<file path="src/rtl/core/tspf_pkg.sv">
// Shared types and constants for the transport stream filter with continuity check.
// No dependencies; every other file except tspf_ram uses this package.
package tspf_pkg;

    localparam int PACKET_BYTES = 188;
    localparam int PID_ENTRIES  = 8192;
    localparam int PID_AW       = $clog2(PID_ENTRIES);
    localparam int POS_W        = $clog2(PACKET_BYTES);
    localparam int CC_W         = 4;
    localparam int ENTRY_W      = CC_W + 1;
    localparam int FIFO_DEPTH   = 4;
    localparam int FIFO_AW      = $clog2(FIFO_DEPTH);
    localparam int FIFO_LW      = $clog2(FIFO_DEPTH + 1);

    localparam logic [7:0]        SYNC_BYTE = 8'h47;
    localparam logic [PID_AW-1:0] NULL_PID  = {PID_AW{1'b1}};

    typedef enum logic [2:0] {
        ST_OK        = 3'd0,
        ST_DISCONT   = 3'd1,
        ST_TEI_DROP  = 3'd2,
        ST_NULL_DROP = 3'd3,
        ST_SHORT     = 3'd4,
        ST_SYNC_LOST = 3'd5
    } status_t;

    typedef enum logic [1:0] {
        EV_SYNC_LOST,
        EV_SHORT,
        EV_FINISH
    } evt_kind_t;

    // Latched header: error flag, PID, payload flag, continuity counter
    typedef struct packed {
        logic              tei;
        logic [PID_AW-1:0] pid;
        logic              pay;
        logic [CC_W-1:0]   cc;
    } hdr_t;

    typedef struct packed {
        logic      valid;
        evt_kind_t kind;
        hdr_t      hdr;
    } pkt_evt_t;

    typedef struct packed {
        logic clearing;
        logic pending;
    } chk_status_t;

    typedef struct packed {
        status_t           status;
        logic [PID_AW-1:0] pid;
        logic [CC_W-1:0]   rx;
        logic [CC_W-1:0]   ex;
    } result_t;

endpackage

</file>
<file path="src/rtl/core/tspf_if.sv">


interface tspf_result_if;
    logic                        valid;
    logic                        ready;
    logic [2:0]                  status;
    logic [tspf_pkg::PID_AW-1:0] packet_pid;
    logic [tspf_pkg::CC_W-1:0]   received_counter;
    logic [tspf_pkg::CC_W-1:0]   expected_counter;

    modport source (output valid, output status, output packet_pid,
                    output received_counter, output expected_counter, input ready);
    modport sink   (input valid, input status, input packet_pid,
                    input received_counter, input expected_counter, output ready);
endinterface

</file>
<file path="src/rtl/core/tspf_out_fifo.sv">
// Result queue: small register FIFO that drives the result channel.
// Depends on tspf_pkg and tspf_if.
module tspf_out_fifo (
    input  logic                       clk,
    input  logic                       rst_n,
    input  logic                       push,
    input  tspf_pkg::result_t          din,
    output logic [tspf_pkg::FIFO_LW-1:0] level,
    tspf_result_if.source              result
);
    import tspf_pkg::*;

    result_t            fifo_mem_reg [FIFO_DEPTH];
    logic [FIFO_AW-1:0] wr_ptr_reg;
    logic [FIFO_AW-1:0] rd_ptr_reg;
    logic [FIFO_LW-1:0] level_reg;
    logic               pop;
    result_t            head;

    assign head  = fifo_mem_reg[rd_ptr_reg];
    assign pop   = result.valid && result.ready;
    assign level = level_reg;

    assign result.valid            = level_reg != '0;
    assign result.status           = head.status;
    assign result.packet_pid       = head.pid;
    assign result.received_counter = head.rx;
    assign result.expected_counter = head.ex;

    always_ff @(posedge clk or negedge rst_n)
    begin
        if (!rst_n)
        begin
            wr_ptr_reg <= '0;
            rd_ptr_reg <= '0;
            level_reg  <= '0;
        end
        else
        begin
            if (push)
            begin
                wr_ptr_reg <= wr_ptr_reg + FIFO_AW'(1);
            end
            if (pop)
            begin
                rd_ptr_reg <= rd_ptr_reg + FIFO_AW'(1);
            end
            case ({push, pop})
                2'b10:   level_reg <= level_reg + FIFO_LW'(1);
                2'b01:   level_reg <= level_reg - FIFO_LW'(1);
                default: level_reg <= level_reg;
            endcase
        end
    end

    always_ff @(posedge clk)
    begin
        if (push)
        begin
            fifo_mem_reg[wr_ptr_reg] <= din;
        end
    end

`ifndef SYNTHESIS
    a_no_overflow: assert property (@(posedge clk) disable iff (!rst_n)
        push |-> level_reg < FIFO_LW'(FIFO_DEPTH))
        else $error("result queue overflow");
`endif

endmodule

</file>
<file path="src/flat_wrapper.sv">
// flat-port wrapper written by rule: the top's interface ports become plain ports
module tspf_out_fifo_flat import tspf_pkg::*;
  (clk, rst_n, push, din, level, result_valid, result_status, result_packet_pid, result_received_counter, result_expected_counter, result_ready);
  tspf_result_if result_i ();
  input  logic clk;
  input  logic rst_n;
  input  logic push;
  input  tspf_pkg::result_t din;
  output logic [tspf_pkg::FIFO_LW-1:0] level;
  output wire logic [$bits(result_i.valid)-1:0] result_valid;
  output wire logic [$bits(result_i.status)-1:0] result_status;
  output wire logic [$bits(result_i.packet_pid)-1:0] result_packet_pid;
  output wire logic [$bits(result_i.received_counter)-1:0] result_received_counter;
  output wire logic [$bits(result_i.expected_counter)-1:0] result_expected_counter;
  input wire logic [$bits(result_i.ready)-1:0] result_ready;
  assign result_valid = result_i.valid;
  assign result_status = result_i.status;
  assign result_packet_pid = result_i.packet_pid;
  assign result_received_counter = result_i.received_counter;
  assign result_expected_counter = result_i.expected_counter;
  assign result_i.ready = result_ready;
  tspf_out_fifo u_core (.clk(clk), .rst_n(rst_n), .push(push), .din(din), .level(level), .result(result_i));
endmodule
</file>
<file path="config.mk">
export PLATFORM = sky130hd
export DESIGN_NAME = tspf_out_fifo_flat
export DESIGN_NICKNAME = d
export VERILOG_FILES = /design/src/rtl/core/tspf_pkg.sv /design/src/rtl/core/tspf_if.sv /design/src/rtl/core/tspf_out_fifo.sv /design/src/flat_wrapper.sv
export SDC_FILE = /design/constraint.sdc
export NUM_CORES = 1
export LEC_CHECK = 0
export ABC_AREA = 1
export BUFFER_PORTS_ARGS = -buffer_cell sky130_fd_sc_hd__buf_2
export CAP_MARGIN = 20
export CORE_MARGIN = 1
export CORE_UTILIZATION = 40
export CTS_BUF_LIST = sky130_fd_sc_hd__clkbuf_4 sky130_fd_sc_hd__clkbuf_8
export DETAILED_ROUTE_END_ITERATION = 8
export SLEW_MARGIN = 20
export SYNTH_ARGS = -nofsm -noshare
export SYNTH_HDL_FRONTEND = slang
export SYNTH_SLANG_ARGS = --single-unit
export TNS_END_PERCENT = 30
</file>
<file path="constraint.sdc">
create_clock -name clk -period 3.19 [get_ports clk]
set_input_delay 0.319 -clock clk [delete_from_list [all_inputs] [get_ports clk]]
set_output_delay 0.319 -clock clk [all_outputs]
set_load 0.05 [all_outputs]
</file>
### Word-level counts from Yosys, hierarchy flattened

Memory sizes are Yosys's and may differ from the RTL's.
Index checks and enable logic that the tools add are counted.

* add/sub/neg operators: 4
* multipliers: 0
* divide/modulo/power cells: 0
* $lt $le $gt $ge: 0
* equality and inequality tests: 2
* shift operators: 0
* multiplexer cells: 3
* bitwise logic cells: 0
* reductions and logical operators: 3

Operators with widths (number)
* case mux 3 bit (2 select lines): 1
* adder 2 x 1 -> 2 bit, second input constant: 2
* adder 3 x 1 -> 3 bit, second input constant: 1
* nonzero test 3 bit: 1
* subtractor 3 x 1 -> 3 bit, second input constant: 1
* equality test 2 x 1 -> 1 bit, second input constant: 1
* equality test 2 bit, second input constant: 1
* 2-to-1 mux 1 bit: 2
* nonzero test 2 bit: 1
* logical AND 1 bit: 1

* register bits after elaboration: 7
* latch bits: 0
* memory bits (writable): 96
* bits in read-only memories: 0
* input bits: 28
* output and inout port bits: 28
* logic and storage cells: 16
* memories kept: 1

Memories
* u_core.fifo_mem_reg: depth 4, bits a word 24, rd ports 1, clocked after Yosys merged registers in 0, wr ports 1, line tspf_out_fifo.sv:13 `result_t fifo_mem_reg [FIFO_DEPTH];`

### Depth between registers and ports, before layout

* word-level depth: 4
* gate-level depth with buffers: 12
* depth with buffers taken out: 12

### Worst setup path after synthesis

No wires, ideal clock.

* path type: reg2reg
* start point: register u_core.level_reg[0], in the netlist u_core.level[0]
* end point: register u_core.level_reg[2], in the netlist u_core.level[2]
* library setup time: 0.119 ns
* arrival time: 2.306 ns
* required time: 3.071 ns
* setup slack: 0.765 ns
* cell stages (with the launch flop): 12
* path buffers: 0
* period minus slack after synthesis: 2.425 ns
* path through: dfrtp_1 > inv_1 > nand3_1 > nand2_1 > inv_1 > ha_1 > inv_1 > fa_1 > nand2_1 > nand3_1 > nand2_1 > nand2_1

* word-level cells in the longest chain between the ends: 4
* elaborated cells on any way between the ends: 8
* classes of those cells: add/sub: 2; eq/ne: 2; mux: 1; reduce/logical: 3

RTL lines
* start: declaration: line tspf_out_fifo.sv:16 `logic [FIFO_LW-1:0] level_reg;`
* start signal: assignment: line tspf_out_fifo.sv:49 `2'b10: level_reg <= level_reg + FIFO_LW'(1);`
* start signal: assignment: line tspf_out_fifo.sv:50 `2'b01: level_reg <= level_reg - FIFO_LW'(1);`
* start signal: assignment: line tspf_out_fifo.sv:51 `default: level_reg <= level_reg;`
* nonzero test 3 bit (*): line tspf_out_fifo.sv:24 `assign result.valid = level_reg != '0;`
* via result_valid: line flat_wrapper.sv:10 `output wire logic [$bits(result_i.valid)-1:0] result_valid;`
* logical AND 1 bit (*): line tspf_out_fifo.sv:21 `assign pop = result.valid && result.ready;`
* via u_core.pop: line tspf_out_fifo.sv:17 `logic pop;`
* equality test 2 x 1 -> 1 bit / equality test 2 bit (equally long branches): line tspf_out_fifo.sv:48 `case ({push, pop})`
* case mux 3 bit (2 select lines) / nonzero test 2 bit (equally long branches)

Mark *: on every way through the listed nets, which the timed path passes. The rest lies on a longest branch.
A chain may end at the register's enable or synchronous reset.

### Worst setup path after layout

* start point: register u_core.rd_ptr_reg[0]
* end point: output result_expected_counter[0]

* word-level cells in the longest chain between the ends: 1

RTL lines
* start: declaration: line tspf_out_fifo.sv:15 `logic [FIFO_AW-1:0] rd_ptr_reg;`
* start signal: assignment: line tspf_out_fifo.sv:46 `rd_ptr_reg <= rd_ptr_reg + FIFO_AW'(1);`
* memory (4 x 24 bit)
* end: declaration: line flat_wrapper.sv:14 `output wire logic [$bits(result_i.expected_counter)-1:0] result_expected_counter;`

Every way passes these cells.

==> metrics.csv <==
metric,value,unit
Worst setup EP type,output port,
TritonCTS buffer count,9,
clock latency on the worst-skew pair,0.36,ns
final hold vios,0,
total congestion overflow,0,
post-synthesis sequential area ratio,70.6,%
effective utilization at floorplan,41.6,%
VDD IR max,0.000565,V
power consumption,5070,uW
hpwl dp,4550,um
Crit Path Max Fanout,60,
"wirelength, routed",7710,um
die area,11200,sq um
setup tns final,0,ns
relative slew slack,53.7,%
Post-Syn Nets,370,
DR DRC count,0,
# port buffers,55,
number of gates resized after CTS,0,
hold_buf cts,1,
Post-CTS Setup Repair Bufs,0,
dpl ws,1.04,ns
P_sw,2300,uW
core area,10400,sq um
clock share of power,17.0,%
Sequential Power Share,36.8,%
Crit Path Class,reg -> out,
die width,106,um
GRT Overall Usage,14.5,%
Netlist Area Pre-Place,4330,sq um
Crit path top cell by count,nand2_1,
pwr dens,1020,nW/um^2
clk_skew,0.00606,ns
proportion of power drawn by combinational gates,46.2,%
CP Cell Sequence,clkinv_2 -> buf_12 -> nand2_1 -> o211ai_2 -> nand2_1 -> buf_2,
layout net count,427,
Internal Pwr Total,2760,uW
yosys warns,0,
first-pass GRT wire length,12100,um
crit share post-route,79.3,%
synthesized flop and latch total,103,
first-pass iteration count of the detailed router,4,
switching part of the total power,45.5,%
setup violators final,0,
CP Data Required Time,2.87,ns
max_cap viols,0,
startpoint types,flip-flop,
static leakage,0.00210,uW
Peak Freq,396,MHz
# diodes,0,
Area Growth Syn to Fin,14.4,%
Die Ht,106,um
crit path time final,2.53,ns
# rows,37,
measured slew at the worst slew-check pin,0.694,ns
Starting DRT DRC Count,105,
number of global-route vias before repair,2362,
vias,2483,
"Slew Viols, Final",0,
initial antenna violation count,0,
share of cells above drive strength 1,24.2,%
unrepaired setup endpoints after global routing,no,
Detail Route Antenna Nets,0,
"CTS clk-pin slew, worst paths",0.09,ns
worst-path cell with the longest stage delay,clkinv_2,
maximum number of pins on one net before global-route repair,61,
clock tree from TritonCTS,built,
IO Pins,56,
placed cells,517,
Cell variety after synth,18,
cell count after synthesis,336,
non-filler cells in the finished layout,533,
outcome,completed,
crit path DAT,2.21,ns
clock root buffer,clkbuf_8,
Sink Count,103,
vias per cell,4.66,
Mean Syn Cell Area,12.9,sq um
max FFs per register,96,
Layout Utilization,47.5,%
H-Tree Level Count,3,
final worst slack,0.662,ns
clk buf depth,2,
worst min path class,in -> reg,
Final GP Congestion,0.710,
routed wire length per instance,14.5,um
"slowest stage delay, CP",0.46,ns
[cells in the mapped netlist]
| master | n | area share [%] |
|---|---|---|
| o211ai_1 | 29 | 5.0 |
| inv_2 | 2 | 0.17 |
| ha_1 | 5 | 1.4 |
| nand3_1 | 4 | 0.46 |
| o21ai_0 | 2 | 0.23 |
| nand4_1 | 1 | 0.14 |
| xnor2_1 | 1 | 0.20 |
| buf_6 | 3 | 0.78 |
| dfrtp_1 | 7 | 4.0 |
| xor2_1 | 1 | 0.20 |
| clkbuf_1 | 2 | 0.17 |
| buf_2 | 9 | 1.0 |
| inv_1 | 62 | 5.4 |
| o211ai_2 | 19 | 5.5 |
| edfxtp_1 | 96 | 67 |
| fa_1 | 1 | 0.46 |
| buf_4 | 2 | 0.35 |
| nand2_1 | 90 | 7.8 |
[metal layers]
layer  part of all wire (%)  track usage [%]  wire length [um]  vias to the layer above
li1                       -                -                 -                     1254
met1                     46             18.4              3550                     1162
met4                    1.5             5.95               118                        0
met2                     48             23.3              3690                       56
met3                    4.5             4.11               349                       11
met5                      0                0                 0                        -
[cell families after synthesis]
family | count (synthesis) | synth area share [%]
flip-flops | 103 | 70.6
adder cells (fa/ha/maj) | 6 | 1.91
XOR/XNOR | 2 | 0.405
AO/OA/AOI/OAI | 50 | 10.8
buffers and inverters | 80 | 7.89
AND/OR/NAND/NOR | 95 | 8.41
[final cells by class]
class,count,area [sq um]
Fill cell,915,5470
Sequential cell,103,3060
Multi-Input combinational cell,153,930
Timing Repair Buffer,62,343
Inverter,64,241
Tap cell,136,170
Clock buffer,9,124
Clock inverter,6,85.1
[through the flow]
step	instance area, sq um	hold WS, ns
after global routing	4950	0.150
after CTS	4950	0.144
after global placement	4730	0.166
after detailed placement	4730	0.166
after floorplan	4330	0.0234
final	4950	0.167
[worst paths after layout]
check / startpoint / endpoint / slack (ns) / depth (start not counted)
max: u_core.rd_ptr_reg[0] / result_expected_counter[0] / 0.66 / 6
max in group asynchronous: rst_n / u_core.rd_ptr_reg[1] / 2.72 / 2
min in group asynchronous: rst_n / u_core.wr_ptr_reg[1] / 0.31 / 2
min reg2reg: u_core.level[0] / u_core.level[0] / 0.51 / 1
max reg2reg: u_core.level[1] / u_core.level[2] / 1.38 / 11
min: din[23] / u_core.fifo_mem_reg[2][23] / 0.17 / 1
[cells in the final DEF (no fill, tap or decap), types with 4 or more instances in the layout]
master     n
nand2_1   90
ha_1       5
clkbuf_8   9
o211ai_1  29
buf_4      5
buf_2     55
inv_1     62
nand3_1    4
edfxtp_1  96
dfrtp_1    7
o211ai_2  19
[power groups by stage]
| stage | Clock, uW | Sequential, uW | Combinational [uW] |
|---|---|---|---|
| floorplan | 0 | 1950 | 1810 |
| global placement | 0 | 1890 | 2340 |
| detailed placement | 0 | 1900 | 2370 |
| CTS | 891 | 1870 | 2380 |
| global route | 928 | 1890 | 2530 |
| finish | 861 | 1870 | 2340 |
[critical path, delay by kind of cell (launching register included)]
family / cells / cell delay (ns)
buffers and inverters: 3 / 1.12
DFF: 1 / 0.41
and+or+nand+nor: 2 / 0.21
AOI/OAI and AO/OA: 1 / 0.07
Power figures use the tool's default switching activity.
