--- src/rtl/core/tspf_pkg.sv ---
// Shared types and constants for the transport stream filter with continuity check.
// No dependencies; every other file except tspf_ram uses this package.
package tspf_pkg;

    localparam int PACKET_BYTES = 188;
    localparam int PID_ENTRIES  = 8192;
    localparam int PID_AW       = $clog2(PID_ENTRIES);
    localparam int POS_W        = $clog2(PACKET_BYTES);
    localparam int CC_W         = 4;
    localparam int ENTRY_W      = CC_W + 1;
    localparam int FIFO_DEPTH   = 4;
    localparam int FIFO_AW      = $clog2(FIFO_DEPTH);
    localparam int FIFO_LW      = $clog2(FIFO_DEPTH + 1);

    localparam logic [7:0]        SYNC_BYTE = 8'h47;
    localparam logic [PID_AW-1:0] NULL_PID  = {PID_AW{1'b1}};

    typedef enum logic [2:0] {
        ST_OK        = 3'd0,
        ST_DISCONT   = 3'd1,
        ST_TEI_DROP  = 3'd2,
        ST_NULL_DROP = 3'd3,
        ST_SHORT     = 3'd4,
        ST_SYNC_LOST = 3'd5
    } status_t;

    typedef enum logic [1:0] {
        EV_SYNC_LOST,
        EV_SHORT,
        EV_FINISH
    } evt_kind_t;

    // Latched header: error flag, PID, payload flag, continuity counter
    typedef struct packed {
        logic              tei;
        logic [PID_AW-1:0] pid;
        logic              pay;
        logic [CC_W-1:0]   cc;
    } hdr_t;

    typedef struct packed {
        logic      valid;
        evt_kind_t kind;
        hdr_t      hdr;
    } pkt_evt_t;

    typedef struct packed {
        logic clearing;
        logic pending;
    } chk_status_t;

    typedef struct packed {
        status_t           status;
        logic [PID_AW-1:0] pid;
        logic [CC_W-1:0]   rx;
        logic [CC_W-1:0]   ex;
    } result_t;

endpackage

--- src/rtl/core/tspf_parse.sv ---
// Byte-level packet framer: sync hunt, header latch, packet end and short packet detection.
// Depends on tspf_pkg.
module tspf_parse (
    input  logic               clk,
    input  logic               rst_n,
    input  logic               accept,
    input  logic [7:0]         stream_byte,
    input  logic               datagram_end,
    output tspf_pkg::pkt_evt_t evt
);
    import tspf_pkg::*;

    logic [POS_W-1:0] pos_reg, pos_next;
    logic             inside_reg, inside_next;
    logic             missing_reg, missing_next;
    hdr_t             hdr_reg, hdr_next;
    logic             evt_valid;
    evt_kind_t        evt_kind;

    always_comb
    begin
        pos_next     = pos_reg;
        inside_next  = inside_reg;
        missing_next = missing_reg;
        hdr_next     = hdr_reg;
        evt_valid    = 1'b0;
        evt_kind     = EV_SYNC_LOST;

        if (!inside_reg)
        begin
            if (stream_byte != SYNC_BYTE)
            begin
                // report once per run of non-sync bytes
                if (!missing_reg)
                begin
                    evt_valid = 1'b1;
                    evt_kind  = EV_SYNC_LOST;
                end
                missing_next = 1'b1;
            end
            else
            begin
                missing_next = 1'b0;
                inside_next  = 1'b1;
                pos_next     = POS_W'(1);
                hdr_next     = '0;
            end
        end
        else
        begin
            case (pos_reg)
                POS_W'(1):
                begin
                    hdr_next.tei                 = stream_byte[7];
                    hdr_next.pid[PID_AW-1:8]     = stream_byte[PID_AW-9:0];
                    hdr_next.pid[7:0]            = '0;
                end
                POS_W'(2):
                begin
                    hdr_next.pid[7:0] = stream_byte;
                end
                POS_W'(3):
                begin
                    hdr_next.pay = stream_byte[4];
                    hdr_next.cc  = stream_byte[CC_W-1:0];
                end
                default:
                begin
                end
            endcase
            if (pos_reg >= POS_W'(PACKET_BYTES - 1))
            begin
                evt_valid   = 1'b1;
                evt_kind    = EV_FINISH;
                inside_next = 1'b0;
                pos_next    = '0;
            end
            else
            begin
                pos_next = pos_reg + POS_W'(1);
            end
        end

        // datagram end abandons an open packet and rearms the sync loss report
        if (datagram_end)
        begin
            if (inside_next)
            begin
                evt_valid   = 1'b1;
                evt_kind    = EV_SHORT;
                inside_next = 1'b0;
                pos_next    = '0;
            end
            missing_next = 1'b0;
        end
    end

    assign evt.valid = accept && evt_valid;
    assign evt.kind  = evt_kind;
    assign evt.hdr   = hdr_next;

    always_ff @(posedge clk or negedge rst_n)
    begin
        if (!rst_n)
        begin
            pos_reg     <= '0;
            inside_reg  <= 1'b0;
            missing_reg <= 1'b0;
            hdr_reg     <= '0;
        end
        else if (accept)
        begin
            pos_reg     <= pos_next;
            inside_reg  <= inside_next;
            missing_reg <= missing_next;
            hdr_reg     <= hdr_next;
        end
    end

`ifndef SYNTHESIS
    a_pos_inside: assert property (@(posedge clk) disable iff (!rst_n)
        inside_reg |-> (pos_reg >= POS_W'(1)) && (pos_reg <= POS_W'(PACKET_BYTES - 1)))
        else $error("byte position out of packet range");
    a_pos_idle: assert property (@(posedge clk) disable iff (!rst_n)
        !inside_reg |-> pos_reg == '0)
        else $error("byte position nonzero while hunting");
`endif

endmodule

--- config.mk ---
export PLATFORM = sky130hd
export DESIGN_NAME = tspf_parse
export DESIGN_NICKNAME = d
export VERILOG_FILES = /design/src/rtl/core/tspf_pkg.sv /design/src/rtl/core/tspf_parse.sv
export SDC_FILE = /design/constraint.sdc
export NUM_CORES = 1
export LEC_CHECK = 0
export ABC_AREA = 0
export BUFFER_PORTS_ARGS = -buffer_cell sky130_fd_sc_hd__buf_4
export CORE_MARGIN = 2
export CORE_UTILIZATION = 27
export DETAILED_ROUTE_END_ITERATION = 10
export PLACE_DENSITY_LB_ADDON = 0.3
export SYNTH_ARGS = -nofsm -noshare
export SYNTH_HDL_FRONTEND = slang
export SYNTH_SLANG_ARGS = --single-unit
--- constraint.sdc ---
create_clock -name clk -period 5.1 [get_ports clk]
set_input_delay 0.765 -clock clk [delete_from_list [all_inputs] [get_ports clk]]
set_output_delay 0.765 -clock clk [all_outputs]
set_load 0.005 [all_outputs]
Yosys cells after proc, flatten, opt, wreduce, memory -nomap -nowiden:

Index checks and enable logic that the tools add are counted.

* input bits: 12
* register bits after elaboration: 29
* word-level logic and storage cells: 43
* output and inout bits: 22

* equal/unequal tests: 5
* muxes and demuxes: 27
* add/sub/neg operators: 1
* reduce and logical (&&, ||, !) cells: 2
* $lt $le $gt $ge: 1

Operator list (count)
* 2-to-1 mux 8 bit: 5
* 2-to-1 mux 19 bit: 2
* equality test 8 x 2 -> 1 bit (second input constant): 2
* one-hot mux 8 bit (2 select lines): 1
* 2-to-1 mux 1 bit: 13
* adder 8 x 1 -> 8 bit (second input constant): 1
* equality test 8 x 1 -> 1 bit (second input constant): 1
* greater-or-equal comparator 8 bit (second input constant): 1
* 2-to-1 mux 2 bit: 4
* inequality test 8 x 7 -> 1 bit (second input constant): 1
* 2-to-1 mux 6 bit: 1
* 2-to-1 mux 5 bit: 1
* inequality test 2 bit (second input constant): 1
* AND reduction 2 bit: 1
* logical AND 1 bit: 1

Depth between registers and ports, before layout:

Gate-level depths: netlist of the first run.

* depth in word-level cells: 6
* mapped depth: 6
* mapped depth without buffers: 5

Least setup slack after synthesis of the first run:

OpenSTA, ideal clock, no wires.

* kind: input-to-output
* start point: input stream_byte[3]
* end point: output evt[0] in the netlist's numbering
* path slack: 2.346 ns
* cell stages on the path: 5
* buffers on the path: 2
* data arrival time: 1.989 ns
* required time: 4.335 ns
* cell sequence: or4b_4 -> o21ba_1 -> buf_6 -> buf_8 -> a22o_1

RTL lines
* start: declaration: RTL line tspf_parse.sv:7 `input logic [7:0] stream_byte,`
* end: declaration: RTL line tspf_parse.sv:9 `output tspf_pkg::pkt_evt_t evt`

==> impl_metrics.py, run 1 <==
metrics = {
    "status": {
        "status": "finished clean",
    },
    "final_layout": {
        "antennaDiodeCount": 0,
        "drive_gt1_share_pct": 29.9,
        "fin_util_pct": 33.5,
        "final_common_cell": "a22o_1",
        "nFillCells": 760,
        "area_growth_pct": 20.7,
        "final_nets": 228,
        "largest_register_ff_count": 19,
        "layout_common_cells": "45 x a22o_1, 34 x buf_4, 29 x dfrtp_1, 10 x nand2_1, 8 x mux2_1",
    },
    "worst_setup_path": {
        "critPathMaxFanout": 16,
        "worst_r2r_path_depth": 5,
        "cp.arrival_ps": 2410,
        "cp.required_ps": 4340,
        "path_common_cell": "buf_4",
        "crit_path_start_kind": "primary input",
        "crit_type": "primary input to output port",
        "r2r_setup_slack_ps": 3170,
        "cpPeakStageDelay_ps": 570,
        "crit_path_top_delay_cell": "or4b_4",
        "cp-end-kind": "output port",
        "path_cells": "buf_4 > or4b_4 > o21ba_1 > mux2i_1 > a21oi_1 > buf_4",
    },
    "die": {
        "dieArea_um2": 8070,
        "core-area_um2": 7180,
        "core.rowCount": 31,
        "chipWidth_um": 89.8,
        "io_pins": 34,
        "die_y_um": 89.8,
        "start_util_pct": 27.7,
    },
    "synthesis": {
        "yosysTopAreaCell": "dfrtp_1",
        "ys_seq_area_share_pct": 36.5,
        "yosys.cell_types.count": 51,
        "netlist_area_um2": 1990,
        "synthArstFlopShare_pct": 100,
        "synth_seq_cells": 29,
        "postSynthCellCount": 186,
        "yosys-top-cells-area": "dfrtp_1 36%, a22o_1 20%, mux2_1 4.5%",
        "syn_avg_cell_area_um2": 10.7,
        "synth_top_area_share_pct": 36.5,
        "synth_nets": 201,
        "synthFlopType": "dfrtp_1",
        "yosys_warnings": 0,
        "synth_edf_count": 0,
    },
    "sta": {
        "finalCritPeriodShare_pct": 62.2,
        "setup_violations": 0,
        "maxSlewHeadroom_pct": 54.2,
        "skew_ps": 4.75,
        "setup_tns_ps": 0,
        "max_freq_ghz": 0.315,
        "hold_violations": 0,
        "rsz0062_at_grt": "false",
        "tightest_slew_ps": 686,
        "post-route-min-period_ps": 3170,
        "slew_violations": 0,
    },
    "drt": {
        "drt-pass1-iter-count": 4,
        "drc": 0,
        "via_per_inst": 5.34,
        "ant_nets": 0,
        "drt_iter0_drc": 90,
        "wire_per_inst_um": 16.7,
        "routed_wl_mm": 5.21,
        "vias": 1670,
    },
    "global_routing": {
        "grt_overflow": 0,
        "grt_pass1_wl_mm": 8.80,
        "grt_max_degree": 37,
        "grt_pass1_vias": 1646,
        "grt_antenna_before_repair": 0,
        "grtUsageTotal_pct": 13.6,
    },
    "hold_path": {
        "min_path_type": "primary input to async pin",
    },
    "run": {
        "cap_violations": 0,
    },
    "pwr": {
        "p_leak_nw": 1.08,
        "ir_worst_vdd_uv": 116,
        "power_density_nw_per_um2": 271,
        "power_w": 0.000651,
    },
    "placed_design": {
        "io_buffers": 33,
        "gp_congestion": 0.856,
        "dp_hpwl_mm": 3.53,
    },
    "clock_tree": {
        "post-cts-setup-buffers": 0,
        "root_buffer": "clkbuf_8",
        "insertion_delay_ps": 290,
        "cts_sinks": 29,
        "clockBufferDepth": 2,
        "cts_resized": 0,
        "hold_buffers": 0,
        "cts_max_level": 2,
        "cts_made_buffers": 5,
        "cts_tree": "yes",
        "path_clk_slew_ps": 70,
    },
}
==> power by group <==
group	switching, W	internal [W]	leakage, nW
sequential	0.0000130	0.000238	0.381
combinational	0.0000581	0.0000484	0.630
clock	0.0000992	0.000194	0.0681
total	0.000170	0.000481	1.08
==> cell type report <==
| cell class | instances | area (µm²) | area share [%] |
|---|---|---|---|
| timing repair buffer | 34 | 255 | 10.6 |
| clock inverter | 3 | 65.1 | 2.71 |
| multi-input combinational | 136 | 1140 | 47.3 |
| sequential | 29 | 726 | 30.2 |
| clock buffer | 5 | 68.8 | 2.87 |
| inverter | 7 | 26.3 | 1.09 |
| tap | 99 | 124 | 5.16 |
==> per-stage QoR <==
stage                     cells  instance area [µm²]  setup WS (ps)  hold WS, ps
after CTS                   313                 2400           1910          400
after global placement      305                 2270           1920          490
final                       313                 2400           1930          392
after global routing        313                 2400           1840          419
after detailed placement    305                 2270           1910          500
after floorplan             186                 1990           2350          469
==> cells by family after synthesis <==
logic type                 share of synthesized area [%]
adders and majority gates                           1.89
and+or+nand+nor                                     13.7
buffers and inverters                               6.41
DFF                                                 36.5
AOI/OAI and AO/OA                                   33.7
muxes                                               7.80
==> worst max-delay path, delay by kind of cell <==
family                 cells  cell delay, ps
and+or+nand+nor            1             570
AOI/OAI and AO/OA          2             590
buffers and inverters      2             270
muxes                      1             200
==> metal layers <==
| layer | part of all wire (%) | GRT usage [%] | vias to the layer above | wire (µm) |
|---|---|---|---|---|
| met5 | 0 | 0 | - | 0 |
| met4 | 1.7 | 6.03 | 0 | 90 |
| met3 | 4.3 | 3.27 | 8 | 226 |
| met2 | 45 | 20.5 | 46 | 2350 |
| met1 | 49 | 18.6 | 817 | 2540 |
| li1 | - | - | 799 | - |
==> cell usage after synthesis, drive strengths merged, types with 3 or more instances <==
cell and number:
a21oi 3, a22o 49, a31oi 4, buf 10
clkbuf 4, dfrtp 29, ha 3, inv 6
mux2 12, nand2 11, nand3 6, nor2 6
nor3 5, nor4 3, o21ai 5
==> worst paths after layout <==
check	from	to
hold reg to reg	hdr_reg[6]	hdr_reg[6]
setup reg to reg	pos_reg[0]	pos_reg[2]
min in group clk	hdr_reg[6]	hdr_reg[6]
max in group asynchronous	rst_n	hdr_reg[1]
setup / recovery	stream_byte[3]	evt[21]
hold / removal	rst_n	hdr_reg[5]
No activity file was read; power rests on OpenSTA's default activity.
==> run 2: changes to the inputs <==
==> constraint.sdc (replaced) <==
create_clock -name clk -period 3.16 [get_ports clk]
set_input_delay 0.474 -clock clk [delete_from_list [all_inputs] [get_ports clk]]
set_output_delay 0.474 -clock clk [all_outputs]
set_load 0.005 [all_outputs]
==> impl_metrics.py, run 2 (synthesized netlist as in run 1, its figures left out) <==
metrics = {
    "final_layout": {
        "layout_common_cells": "45 x a22o_1, 35 x buf_4, 29 x dfrtp_1, 10 x nand2_1, 8 x mux2_1",
        "fin_util_pct": 32.9,
        "final_common_cell": "a22o_1",
        "final_nets": 229,
        "area_growth_pct": 18.5,
        "finalInstanceArea_um2": 2360,
        "drive_gt1_share_pct": 29.8,
        "regArea_um2": 726,
        "antennaDiodeCount": 0,
        "multi_input_area_um2": 1140,
        "nFillCells": 771,
        "final_cells": 314,
        "largest_register_ff_count": 19,
    },
    "worst_setup_path": {
        "cp.arrival_ps": 2290,
        "reg2reg_from": "pos_reg[0]",
        "path_cells": "nor4_4 > nand3_2 > mux2_2 > a22o_1 > buf_4",
        "crit_type": "flip-flop to output port",
        "cp-end-kind": "output port",
        "cp.required_ps": 2690,
        "crit_path_top_delay_cell": "dfrtp_1",
        "critPathMaxFanout": 12,
        "cpPeakStageDelay_ps": 500,
        "crit_family": "simple AND/OR/NAND/NOR gates",
        "path_buf_inv": 1,
        "crit_path_start_kind": "flip-flop",
        "crit_start": "pos_reg[3]",
    },
    "sta": {
        "setup_tns_ps": 0,
        "rsz0062_at_grt": "false",
        "max_freq_ghz": 0.362,
        "hold_violations": 0,
        "setup_violations": 0,
        "finalCritPeriodShare_pct": 87.5,
        "skew_ps": 8.97,
        "slew_violations": 0,
        "tightest_slew_ps": 685,
        "post-route-min-period_ps": 2760,
        "maxSlewHeadroom_pct": 54.4,
    },
    "die": {
        "dieArea_um2": 8070,
        "die_y_um": 89.8,
        "io_pins": 34,
        "core-area_um2": 7180,
        "start_util_pct": 27.7,
        "core.rowCount": 31,
        "chipWidth_um": 89.8,
    },
    "clock_tree": {
        "path_clk_slew_ps": 70,
        "insertion_delay_ps": 280,
        "cts_max_level": 2,
        "clockBufferDepth": 2,
        "cts_resized": 0,
        "hold_buffers": 0,
        "root_buffer": "clkbuf_8",
        "cts_tree": "yes",
        "cts_made_buffers": 5,
        "cts_sinks": 29,
        "post-cts-setup-buffers": 0,
    },
    "pwr": {
        "power_switching_w": 0.000261,
        "power_frac_comb_pct": 19.8,
        "p_leak_nw": 1.06,
        "clkPwrFrac_pct": 34.0,
        "pwr-share-seq_pct": 46.2,
        "power_density_nw_per_um2": 372,
        "p_int_w": 0.000616,
        "ir_worst_vdd_uv": 166,
        "switching_share_pct": 29.8,
    },
    "drt": {
        "wire_per_inst_um": 16.6,
        "drt_iter0_drc": 52,
        "vias": 1701,
        "routed_wl_mm": 5.20,
        "via_per_inst": 5.42,
        "drc": 0,
        "drt-pass1-iter-count": 4,
        "ant_nets": 0,
    },
    "global_routing": {
        "grt_antenna_before_repair": 0,
        "grt_overflow": 0,
        "grt_pass1_vias": 1638,
        "grt_pass1_wl_mm": 8.53,
        "grt_max_degree": 30,
        "grtUsageTotal_pct": 13.2,
    },
    "placed_design": {
        "numPlacedInstances": 306,
        "dp_hpwl_mm": 3.64,
        "io_buffers": 33,
        "placed_area_um2": 2270,
        "gp_congestion": 0.807,
    },
    "run": {
        "cap_violations": 0,
    },
    "hold_path": {
        "min_path_type": "primary input to async pin",
    },
    "status": {
        "status": "finished clean",
    },
}
run 2: cell types whose count changed in the layout (fill, tap and decap cells not counted):
cell,before,now
clkinv_2,1,2
bufinv_16,2,0
clkbuf_1,0,1
buf_4,34,35
run 2: final timing paths:
kind	endpoint	slack, ps	cells past startpoint
max in group asynchronous	pos_reg[7]	2740	1
worst max-delay path	evt[17]	400	5
worst max register to register	pos_reg[2]	1220	5
min in group clk	hdr_reg[10]	440	2
worst min register to register	hdr_reg[5]	510	1
worst min-delay path	hdr_reg[14]	120	1
run 2: cell type report:
type                            count  share of cell area (%)
Multi-Input combinational cell    136                    48.2
Timing Repair Buffer               35                    11.1
Inverter                            7                    1.11
Clock buffer                        6                    3.08
Clock inverter                      2                   0.425
Tap cell                           99                    5.25
Sequential cell                    29                    30.8
run 2: per-layer routing:
layer  vias up  routed length (µm)  global-route usage [%]
li1        800                   -                       -
met1       857                2470                    18.0
met2        40                2460                    20.4
met3         4                 226                    3.69
met4         0                  40                    3.72
met5         -                   0                       0
run 2: power by group through the flow:
| stage | combinational [W] | sequential [W] | clock, W |
|---|---|---|---|
| after floorplan | 0.000130 | 0.000399 | 0 |
| after global placement | 0.000175 | 0.000412 | 0 |
| after detailed placement | 0.000174 | 0.000411 | 0 |
| after CTS | 0.000175 | 0.000405 | 0.000309 |
| after global routing | 0.000192 | 0.000408 | 0.000329 |
| final | 0.000174 | 0.000405 | 0.000298 |
run 2: through the flow:
stage | worst slack [ps] | hold WS, ps | power, W
final | 396 | 121 | 0.000877
after global routing | 275 | 141 | 0.000928
after CTS | 388 | 130 | 0.000889
after detailed placement | 526 | 436 | 0.000586
after global placement | 560 | 433 | 0.000588
after floorplan | 988 | 178 | 0.000528
